===== config.mk =====
export PLATFORM = sky130hd
export DESIGN_NAME = bfta_front
export DESIGN_NICKNAME = d
export VERILOG_FILES = /design/src/rtl/bfta_pkg.sv /design/src/rtl/bfta_front.sv
export SDC_FILE = /design/constraint.sdc
export NUM_CORES = 1
export LEC_CHECK = 0
export ABC_CLOCK_PERIOD_IN_PS = 3550
export BUFFER_PORTS_ARGS = -buffer_cell sky130_fd_sc_hd__clkbuf_2
export CAP_MARGIN = 10
export CORE_AREA = 2 2 281 283
export DETAILED_ROUTE_END_ITERATION = 16
export DIE_AREA = 0 0 283 285
export PLACE_DENSITY = 0.4
export SYNTH_ARGS = -nofsm -noshare
export SYNTH_HDL_FRONTEND = slang
export SYNTH_SLANG_ARGS = --single-unit

===== constraint.sdc =====
create_clock -name vclk -period 3.55
set_clock_uncertainty 0.2 [all_clocks]
set_input_delay 0.355 -clock vclk [all_inputs]
set_output_delay 0.355 -clock vclk [all_outputs]
set_load 0.01 [all_outputs]

===== src/rtl/bfta_pkg.sv =====
// ----------------------------------------------------------------------------
// bfta_pkg
// Shared types, constants and helpers of the boundary force/torque block.
// ----------------------------------------------------------------------------
package bfta_pkg;

  localparam int FRACTION_BITS_DEF = 16;
  localparam int QUEUE_DEPTH_DEF   = 2;
  localparam int RATIO_BITS        = 30;
  localparam int CFG_IDX_W         = 3;
  localparam int CFG_DATA_W        = 32;

  localparam logic signed [31:0] BOX_LOW_RST  = 32'sh8000_0000;
  localparam logic signed [31:0] BOX_HIGH_RST = 32'sh7FFF_FFFF;

  typedef enum logic [CFG_IDX_W-1:0] {
    CFG_LOW_X    = 3'd0,
    CFG_LOW_Y    = 3'd1,
    CFG_HIGH_X   = 3'd2,
    CFG_HIGH_Y   = 3'd3,
    CFG_PIVOT_X  = 3'd4,
    CFG_PIVOT_Y  = 3'd5,
    CFG_WEIGHT_X = 3'd6,
    CFG_WEIGHT_Y = 3'd7
  } cfg_reg_t;

  typedef struct packed {
    logic signed [31:0] domain_low_x;
    logic signed [31:0] domain_low_y;
    logic signed [31:0] domain_high_x;
    logic signed [31:0] domain_high_y;
    logic signed [31:0] pivot_x;
    logic signed [31:0] pivot_y;
    logic signed [31:0] weight_x;
    logic signed [31:0] weight_y;
  } cfg_t;

  // one queued segment, midpoint offsets already worked out
  typedef struct packed {
    logic signed [31:0] start_x;
    logic signed [31:0] start_y;
    logic signed [31:0] end_x;
    logic signed [31:0] end_y;
    logic signed [31:0] start_pressure;
    logic signed [31:0] end_pressure;
    logic               body_on_positive_side;
    logic               add_weight;
    logic               last_segment;
    logic signed [34:0] mid_x;
    logic signed [34:0] mid_y;
  } seg_t;

  typedef enum logic [3:0] {
    BK_IDLE,
    BK_CHECK,
    BK_DIV,
    BK_MUL,
    BK_INTERP,
    BK_FMUL,
    BK_FSHIFT,
    BK_TQ,
    BK_TQSAT,
    BK_ACC,
    BK_WEIGHT,
    BK_OUT
  } back_state_t;

  function automatic logic signed [63:0] sat_add64(input logic signed [63:0] a,
                                                   input logic signed [63:0] b);
    logic signed [64:0] s;
    s = 65'(a) + 65'(b);
    if (s[64] != s[63]) begin
      sat_add64 = s[64] ? {1'b1, 63'b0} : {1'b0, {63{1'b1}}};
    end else begin
      sat_add64 = s[63:0];
    end
  endfunction

endpackage


===== src/rtl/bfta_front.sv =====
// ----------------------------------------------------------------------------
// bfta_front
// Unpacks an input beat and forms the doubled midpoint about the pivot.
// ----------------------------------------------------------------------------
module bfta_front (
  input  logic              s_tvalid,
  output logic              s_tready,
  input  logic [191:0]      s_tdata,
  input  logic [1:0]        s_tuser,
  input  logic              s_tlast,
  input  bfta_pkg::cfg_t    cfg,
  input  logic              q_full,
  output logic              q_push,
  output bfta_pkg::seg_t    q_din
);
  import bfta_pkg::*;

  logic signed [31:0] sx, sy, ex, ey;

  assign sx = s_tdata[31:0];
  assign sy = s_tdata[63:32];
  assign ex = s_tdata[95:64];
  assign ey = s_tdata[127:96];

  assign s_tready = !q_full;
  assign q_push   = s_tvalid && !q_full;

  always_comb begin
    q_din.start_x               = sx;
    q_din.start_y               = sy;
    q_din.end_x                 = ex;
    q_din.end_y                 = ey;
    q_din.start_pressure        = s_tdata[159:128];
    q_din.end_pressure          = s_tdata[191:160];
    q_din.body_on_positive_side = s_tuser[0];
    q_din.add_weight            = s_tuser[1];
    q_din.last_segment          = s_tlast;
    // start + end - 2 * pivot
    q_din.mid_x = 35'(sx) + 35'(ex) - (35'(cfg.pivot_x) <<< 1);
    q_din.mid_y = 35'(sy) + 35'(ey) - (35'(cfg.pivot_y) <<< 1);
  end

endmodule


=== Word-level counts from Yosys, hierarchy flattened ===
Index checks and enable logic that the tools add are counted.

* Register bits after elaboration: 0
* Input bits: 453
* Output and inout port bits: 267
* Word-level logic and storage cells: 6

* Add/subtract/negate cells: 4
* Reductions and logical operators: 2

{| class="wikitable"
|+ Operators with widths
! kind !! count
|-
| $sub 33x33->34 || 2
|-
| $add 32x32->33 || 2
|-
| $logic_and 1x1->1 || 1
|-
| $logic_not 1->1 || 1
|}

=== Longest topological paths before layout ===
* Depth in word-level cells: 2
* Gate-level depth with buffers: 14
* Gate-level depth less buffers: 12

=== Least setup slack after synthesis ===
No wires, ideal clock.

* Path kind: input port to output port
* Start point: input s_tdata[35]
* End point: output q_din[34] (netlist bit)
* Data arrival time: 3.021 ns
* Required time: 2.995 ns
* Setup slack: -0.026 ns
* Stages: 13
* Path through: inv_1 -> fa_1 -> inv_1 -> ha_1 -> or3_1 -> o21ai_2 -> a211oi_4 -> o31ai_4 -> o31ai_4 -> a31o_4 -> a31oi_2 -> xnor2_1 -> buf_4

{| class="wikitable"
|+ RTL lines
! element !! line !! RTL
|-
| from (decl) || bfta_front.sv:8 || <nowiki>input logic [191:0] s_tdata,</nowiki>
|-
| to (decl) || bfta_front.sv:14 || <nowiki>output bfta_pkg::seg_t q_din</nowiki>
|}

==> results_dict.tcl <==
set metrics [dict create \
    status "finished, violations left" \
    violations "negative setup slack" \
    synth_area_per_cell_um2 7.17 \
    final-setup-viol-count 14 \
    routedWlPerCell_um 11.9 \
    route.vias.total 7805 \
    final_net_count 2029 \
    hpwl_mm 27.2 \
    synth_compound_area_frac 0.187 \
    area_delta_synth_final_pct 64.4 \
    yosys-top-cells-area "buf_4, fa_1, inv_1, ha_1, xnor2_1" \
    power_mw 4.26 \
    yosys-top-cells-count "inv_1, buf_4, ha_1" \
    regArea_um2 0 \
    worstPathArrival_ps 3160 \
    critPathMaxFanout 2 \
    netlist_area_mm2 0.00736 \
    power_density_mw_per_mm2 352 \
    dr.pass1.iters 4 \
    antenna_found_initial 1 \
    grt_max_degree 11 \
    track_usage 0.0692 \
    finalCritPeriodShare 1.05 \
    drt-total-wl_mm 29.8 \
    layout_min_cycle_time_ps 3720 \
    synthSimpleGateAreaFrac 0.107 \
    relSlewSlack 0.711 \
    nClkBuffers 0 \
    yosys.area.top_type_share 0.201 \
    syn-num-nets 1610 \
    setup_ws_ps -165 \
    synth_xor_area_frac 0.0726 \
    dp_slack_ps -409 \
    die_area_mm2 0.0807 \
    tightest_slew_ps 430 \
    initial_utilization 0.0944 \
    slew_violations 0 \
    die_h_um 285 \
    die-width_um 283 \
    p_leak_nw 6.40 \
    detail-route-antenna-nets 0 \
    ios 720 \
    row_count 103 \
    yosysWarningCount 0 \
    synth_adder_area_share 0.286 \
    yosysMostFrequentCell "inv_1" \
    route.detailed.drc 0 \
    start_kind "primary input" \
    grt_pass1_vias 8117 \
    ys_seq_area_frac 0 \
    vias_per_cell 3.13 \
    grt.overflow.total 0 \
    fin_util 0.155 \
    yosysUniqueCellTypes 74 \
    synth_top_family_by_area "buffers and inverters" \
    seq_cells 0 \
    critPathCaptureType "output pin" \
    worstPathRequired_ps 2990 \
    rsz0062_at_grt "yes" \
    synth_top_cell_by_area "buf_4" \
    gp_congestion 0.822 \
    ctsHoldBuffers 0 \
    drt_iter0_markers 170 \
    criticalPathCategory "primary input to output pin" \
    worstHoldPathType "primary input to output pin" \
    hold_violations 0 \
    portBuffers 394 \
    max_cap_violations 0 \
    grt_pass1_wl_mm 44.3 \
    fmax_ghz 0.269 \
    syn_inst 1027 \
    drive_above_1_share 0.562 \
    synthMuxAreaShare 0.00136 \
    core_mm2 0.0780 \
    peakVddDrop_uv 191 \
    fin_setup_tns_ps -1140 \
]
## worst paths after layout
| path | to | start | cells after the start |
|---|---|---|---|
| max | q_din[32] | s_tdata[34] | 14 |
| min | q_din[108] | s_tdata[131] | 0 |
## metrics by stage
| stage | instance area (um2) | instances | hold WS, ps |
|---|---|---|---|
| after floorplan | 7370 | 1027 | 554 |
| after global placement | 10600 | 2460 | 510 |
| after detailed placement | 10600 | 2460 | 510 |
| after CTS | 11500 | 2475 | 510 |
| after global routing | 12100 | 2494 | 510 |
| final | 12100 | 2495 | 510 |
## cell families after synthesis
kind of cell | after synthesis
xor gates and xnor gates | 61
AOI/OAI and AO/OA | 201
adders and majority gates | 130
and+or+nand+nor | 157
muxes | 1
buffers and inverters | 477
## layer usage
metal	routed length, um	vias to the layer above	GRT usage	part of all wire
met4	829	0	0.0169	0.028
li1	-	3867	-	-
met2	16300	386	0.144	0.55
met3	2490	52	0.0183	0.084
met5	0	-	0	0
met1	10200	3500	0.0657	0.34
## layout make-up
class / count / area, um2
Tap cell: 1050 / 1310
Antenna cell: 1 / 2.50
Inverter: 269 / 1020
Fill cell: 8966 / 65900
Multi-Input combinational cell: 550 / 5860
Timing Repair Buffer: 625 / 3900
## worst max-delay path, stage by stage
cell,delay (ps)
buf_8,80
inv_4,30
fa_1,540
inv_2,50
ha_4,250
and2b_2,150
o211ai_1,110
a31oi_1,200
a31o_1,220
o221ai_2,120
or3b_4,390
o21a_1,190
a311oi_2,260
buf_2,210
## power breakdown
group / internal [mW] / switching, mW
clock: 0.0000000378 / 0
combinational: 2.08 / 2.19
sequential: 0 / 0
## cells in the final DEF (no fill, tap or decap), types with 31 or more instances in the layout
master    count
inv_1       233
ha_1         31
clkbuf_2    350
fa_1         64
nor2_1       36
buf_4       222
a21o_1       31
nand2_1      41
inv_2        32
ha_4         31
## timing repair
item / CTS / global route
setup endpoints to repair: 37 / 35
gates cloned: 0 / 0
setup buffers: 21 / 22
gates resized for setup: 132 / 150
pin swaps: 86 / 83
No activity file was read; power rests on OpenSTA's default activity.
