[src/rtl/bfta_pkg.sv]
// ----------------------------------------------------------------------------
// bfta_pkg
// Shared types, constants and helpers of the boundary force/torque block.
// ----------------------------------------------------------------------------
package bfta_pkg;

  localparam int FRACTION_BITS_DEF = 16;
  localparam int QUEUE_DEPTH_DEF   = 2;
  localparam int RATIO_BITS        = 30;
  localparam int CFG_IDX_W         = 3;
  localparam int CFG_DATA_W        = 32;

  localparam logic signed [31:0] BOX_LOW_RST  = 32'sh8000_0000;
  localparam logic signed [31:0] BOX_HIGH_RST = 32'sh7FFF_FFFF;

  typedef enum logic [CFG_IDX_W-1:0] {
    CFG_LOW_X    = 3'd0,
    CFG_LOW_Y    = 3'd1,
    CFG_HIGH_X   = 3'd2,
    CFG_HIGH_Y   = 3'd3,
    CFG_PIVOT_X  = 3'd4,
    CFG_PIVOT_Y  = 3'd5,
    CFG_WEIGHT_X = 3'd6,
    CFG_WEIGHT_Y = 3'd7
  } cfg_reg_t;

  typedef struct packed {
    logic signed [31:0] domain_low_x;
    logic signed [31:0] domain_low_y;
    logic signed [31:0] domain_high_x;
    logic signed [31:0] domain_high_y;
    logic signed [31:0] pivot_x;
    logic signed [31:0] pivot_y;
    logic signed [31:0] weight_x;
    logic signed [31:0] weight_y;
  } cfg_t;

  // one queued segment, midpoint offsets already worked out
  typedef struct packed {
    logic signed [31:0] start_x;
    logic signed [31:0] start_y;
    logic signed [31:0] end_x;
    logic signed [31:0] end_y;
    logic signed [31:0] start_pressure;
    logic signed [31:0] end_pressure;
    logic               body_on_positive_side;
    logic               add_weight;
    logic               last_segment;
    logic signed [34:0] mid_x;
    logic signed [34:0] mid_y;
  } seg_t;

  typedef enum logic [3:0] {
    BK_IDLE,
    BK_CHECK,
    BK_DIV,
    BK_MUL,
    BK_INTERP,
    BK_FMUL,
    BK_FSHIFT,
    BK_TQ,
    BK_TQSAT,
    BK_ACC,
    BK_WEIGHT,
    BK_OUT
  } back_state_t;

  function automatic logic signed [63:0] sat_add64(input logic signed [63:0] a,
                                                   input logic signed [63:0] b);
    logic signed [64:0] s;
    s = 65'(a) + 65'(b);
    if (s[64] != s[63]) begin
      sat_add64 = s[64] ? {1'b1, 63'b0} : {1'b0, {63{1'b1}}};
    end else begin
      sat_add64 = s[63:0];
    end
  endfunction

endpackage

[src/rtl/bfta_fifo.sv]
// ----------------------------------------------------------------------------
// bfta_fifo
// Short queue of classified segments between front and back.
// ----------------------------------------------------------------------------
module bfta_fifo #(
  parameter int DEPTH = bfta_pkg::QUEUE_DEPTH_DEF
) (
  input  logic           clk,
  input  logic           rst,
  input  logic           push,
  input  bfta_pkg::seg_t din,
  output logic           full,
  input  logic           pop,
  output bfta_pkg::seg_t dout,
  output logic           valid
);
  import bfta_pkg::*;

  localparam int AW = (DEPTH > 1) ? $clog2(DEPTH) : 1;
  localparam int CW = $clog2(DEPTH + 1);

  seg_t          mem [DEPTH];
  logic [AW-1:0] wr_ptr, rd_ptr;
  logic [CW-1:0] count;

  assign full  = (count == CW'(DEPTH));
  assign valid = (count != '0);
  assign dout  = mem[rd_ptr];

  always_ff @(posedge clk) begin
    if (push) begin
      mem[wr_ptr] <= din;
    end
  end

  always_ff @(posedge clk) begin
    if (rst) begin
      wr_ptr <= '0;
      rd_ptr <= '0;
      count  <= '0;
    end else begin
      if (push) begin
        wr_ptr <= (wr_ptr == AW'(DEPTH - 1)) ? '0 : wr_ptr + 1'b1;
      end
      if (pop) begin
        rd_ptr <= (rd_ptr == AW'(DEPTH - 1)) ? '0 : rd_ptr + 1'b1;
      end
      if (push && !pop) begin
        count <= count + 1'b1;
      end else if (pop && !push) begin
        count <= count - 1'b1;
      end
    end
  end

endmodule

[config.mk]
export PLATFORM = sky130hd
export DESIGN_NAME = bfta_fifo
export DESIGN_NICKNAME = d
export VERILOG_FILES = /design/src/rtl/bfta_pkg.sv /design/src/rtl/bfta_fifo.sv
export SDC_FILE = /design/constraint.sdc
export NUM_CORES = 1
export LEC_CHECK = 0
export ABC_AREA = 1
export ABC_CLOCK_PERIOD_IN_PS = 33900
export BUFFER_PORTS_ARGS = -buffer_cell sky130_fd_sc_hd__buf_2
export CORE_MARGIN = 4
export CORE_UTILIZATION = 30
export CTS_CLUSTER_DIAMETER = 30
export CTS_CLUSTER_SIZE = 28
export DETAILED_ROUTE_END_ITERATION = 10
export PLACE_DENSITY = 0.47
export SYNTH_ARGS = -nofsm -noshare
export SYNTH_HDL_FRONTEND = slang
export SYNTH_SLANG_ARGS = --single-unit
[constraint.sdc]
create_clock -name clk -period 33.9 [get_ports clk]
set_input_delay 0 -clock clk [delete_from_list [all_inputs] [get_ports clk]]
set_output_delay 0 -clock clk [all_outputs]
set_load 0.02 [all_outputs]
# Yosys cells after proc, flatten, opt, wreduce, memory -nomap -nowiden
# Memory sizes are Yosys's and may differ from the RTL's. A register that Yosys moved wholly into a read port is not among the register bits.
# Index checks and enable logic that the tools add are counted.
[classes]
n_reduce_logical = 6
n_bitwise = 0
n_lt_le_gt_ge = 0
muxes = 8
div_mod_pow = 0
n_eq_ne = 1
mul = 0
addsub = 4
shifts = 0
[op_table]
columns = ["op", "n"]
rows = [
  ["$mux W1", 6],
  ["$mux W2", 2],
  ["$reduce_bool A2 Y1", 2],
  ["$add A1 B1 Y1 const B", 2],
  ["$add A2 B1 Y2 const B", 1],
  ["$eq A2 B2 Y1 const B", 1],
  ["$logic_and A1 B1 Y1", 2],
  ["$logic_not A1 Y1", 2],
  ["$sub A2 B1 Y2 const B", 1],
]
[totals]
latch_bits = 0
in_bits = 269
memories = 1
ff_bits = 4
wordCells = 23
ramBits = 530
rom_bits = 0
[memory_table]
columns = ["name", "depth", "word_bits", "rd", "rd_ports_with_merged_regs", "write_ports", "line_no", "text"]
rows = [
  ["mem", 2, 265, 1, 1, 1, "bfta_fifo.sv:22", "seg_t mem [DEPTH];"],
]

# Longest topological paths before layout
[logic_depth]
depth_word = 4
depth_mapped = 8

# Worst setup path before layout
# OpenSTA, ideal clock, no wires.
[synth_path]
kind = "register to register"
startpoint = "register wr_ptr"
endpoint = "memory mem[0][0] in the netlist's numbering (enable)"
stages_incl_launch_ff = 2
arrival_time_ns = 11.272
setup_slack_ns = 21.724
n_path_buf = 0
period_less_slack_ns = 12.176
path_cell_list = "dfxtp_1 nor2_1"
[synth_rtl]
columns = ["element", "line_no", "text"]
rows = [
  ["from (decl)", "bfta_fifo.sv:23", "logic [AW-1:0] wr_ptr, rd_ptr;"],
  ["from (signal assigned)", "bfta_fifo.sv:43", "wr_ptr <= (wr_ptr == AW'(DEPTH - 1)) ? '0 : wr_ptr + 1'b1;"],
  ["to (decl)", "bfta_fifo.sv:22", ""],
]
# No word-level cell before the write port.

==> out/results.ini <==
[power]
p_seq_share_pct = 37.7
p_leak_uw = 0.0113
vdd_drop_max_uv = 57.0
power_switching_uw = 465
p_comb_share_pct = 9.6
power_density_nw_per_um2 = 70.0
power.internal_uw = 1610
clkPwrFrac_pct = 52.6
swShare_pct = 22.4

[worst_setup_path]
timing.critical_path.mode_cell = buf_4
worstReg2RegEnd = mem[0][95]
worstPathCellList = buf_4, buf_4, mux2_2, buf_2
crit_arrival_ns = 3.85
cp_slowest_cell = dfxtp_4
worst-path-max-fanout = 69
ff2ff_setup_slack_ns = 30.60
cp_slowest_stage_delay_ns = 0.91
r2r_start = wr_ptr
start_kind = flop
path_buf_inv = 3
r2r_cells = 4
crit_end = dout[109]
cpLargestDelayFamily = buffers and inverters
path_class = flop to output pin
cp-end-kind = output pin
path_depth = 4
cp.required_ns = 33.90

[clock_tree]
clk_pin_slew_ns = 0.05
clock-root-buffer = clkbuf_16
clock_path_buffers = 3
cts_tree = built
cts_sinks = 535
cts_buffers = 118
cts_setup_buffers = 0
postCtsHoldBufs = 269
cts.repair.resized = 0
clock_latency_ns = 0.64
cts-htree-levels = 3

[cells_and_area]
drive_above_1_share_pct = 52.6
nets = 2031
syn_to_final_growth_pct = 52.2
final_cell_mix = 535 x buf_2, 530 x edfxtp_1, 269 x dlygate4sd3_1
fin_area_um2 = 29600
utilization_pct = 46.0
layout_commonest_cell = buf_2

[placement]
gp_congestion = 0.760
portBuffers = 535
pre_cts_ws_ns = 30.54
dp_hpwl_mm = 33.4
place_area_um2 = 23000

[sta]
slew_viol_final = 0
post-route-min-period_ns = 3.85
setup-tns-final_ns = 0
hold_viol_final = 0
period_share_pct = 11.4
rsz0062_at_grt = false
worst_slack_ns = 30.05
setup_violations = 0
fmax_mhz = 260
max_slew_margin_pct = 31.1
worstMarginPinSlew_ns = 1.03
skew_ns = 0.0398

[routing]
first_iter_violations = 556
drc_errors = 0
wl_per_cell_um = 18.4
wl_mm = 50.1
ant_nets = 0
via_per_inst = 4.21
dr.pass1.iters = 4
num_vias = 11436

[floorplan]
core_um2 = 64300
chipHeight_um = 263
initial_core_util_pct = 30.2
io_pins = 536
die_area_um2 = 69000
die_w_um = 263
core.rowCount = 93

[min_path]
worstHoldPathType = primary input to flop

[synth]
syn_area_um2 = 19400
synth_cells = 857
yosysWarnings = 0
syn_area_per_cell_um2 = 22.7
synthDistinctLibCells = 15
ys_ff_latch = 535
syn_nets = 1127
yosysSeqAreaShare_pct = 82.4

[grt]
antenna_found_initial = 5
track_usage_pct = 14.2
first_global_vias = 12679
overflow = 0
grt_max_degree = 136
grt_pass1_wl_mm = 75.7

[outcome]
status = complete, no violations

[run]
max_cap_viol_count = 0

==> metrics by stage <==
stage | power, uW | std cells | hold WS (ns)
after floorplan | 911 | 857 | 0.0724
after global placement | 968 | 2227 | 0.188
after detailed placement | 969 | 2227 | 0.191
after CTS | 2100 | 2715 | 0.00961
after global routing | 2150 | 2715 | 0.0366
final | 2070 | 2717 | 0.0756
==> metal layers <==
metal	part of all wire [%]	vias to the layer above	routed length, um	GRT usage [%]
met5	0.068	-	34	0
met4	3.2	6	1580	5.90
met3	6.8	113	3400	4.34
met2	50	433	25100	24.2
met1	40	5604	20000	16.6
li1	-	5280	-	-
==> layout make-up <==
class                      count  area, um^2
sequential                   535       16000
tap                          855        1070
clock inverter                72         773
fill                        5675       34700
antenna                        2        5.00
multi-input combinational    284        3080
clock buffer                 147        3160
inverter                       9        41.3
timing repair buffer         813        5450
==> logic make-up after synthesis <==
logic type | after synthesis | synth area share [%]
and+or+nand+nor | 15 | 0.315
muxes | 265 | 15.3
AOI/OAI and AO/OA | 2 | 0.0514
DFF | 535 | 82.4
adders and majority gates | 1 | 0.0643
buffers and inverters | 38 | 1.82
xor gates and xnor gates | 1 | 0.0450
==> state kept, by name, summed over array words and instances, names as in the netlist, named ones only <==
signal	flops
count	2
mem	530
rd_ptr	1
wr_ptr	1
==> worst register-to-register path, cell delays in order (launching register included) <==
cell and delay [ns]:
dfxtp_1 0.34, nor2_4 0.13, buf_12 0.47, buf_4 0.89, buf_4 0.99
==> Yosys cell counts <==
library cell / n / area [um^2]
a21oi_1: 1 / 5.00
buf_2: 1 / 5.00
nand2_1: 6 / 22.5
edfxtp_1: 530 / 15900
nor3_1: 1 / 5.00
inv_1: 9 / 33.8
dfxtp_1: 5 / 100
nand4_1: 1 / 6.26
ha_1: 1 / 12.5
buf_6: 28 / 315
nor2_1: 6 / 22.5
mux2_2: 265 / 2980
xnor2_1: 1 / 8.76
o21ai_0: 1 / 5.00
nand3_1: 1 / 5.00
==> worst min path at each step <==
stage / startpoint / end / cells past startpoint
global placement: din[3] / mem[1][3] / 1
detailed placement: din[189] / mem[1][189] / 1
floorplan: rst / flop / 1
finish: din[205] / mem[1][205] / 2
global route: din[0] / mem[0][0] / 2
CTS: din[24] / mem[0][24] / 2
==> power groups by stage <==
stage	Combinational, uW	Sequential, uW	Clock (uW)
after floorplan	113	798	0
after global placement	175	793	0
after detailed placement	176	793	0
after CTS	204	782	1120
after global routing	213	784	1160
final	200	782	1090
No activity file was read; power rests on OpenSTA's default activity.
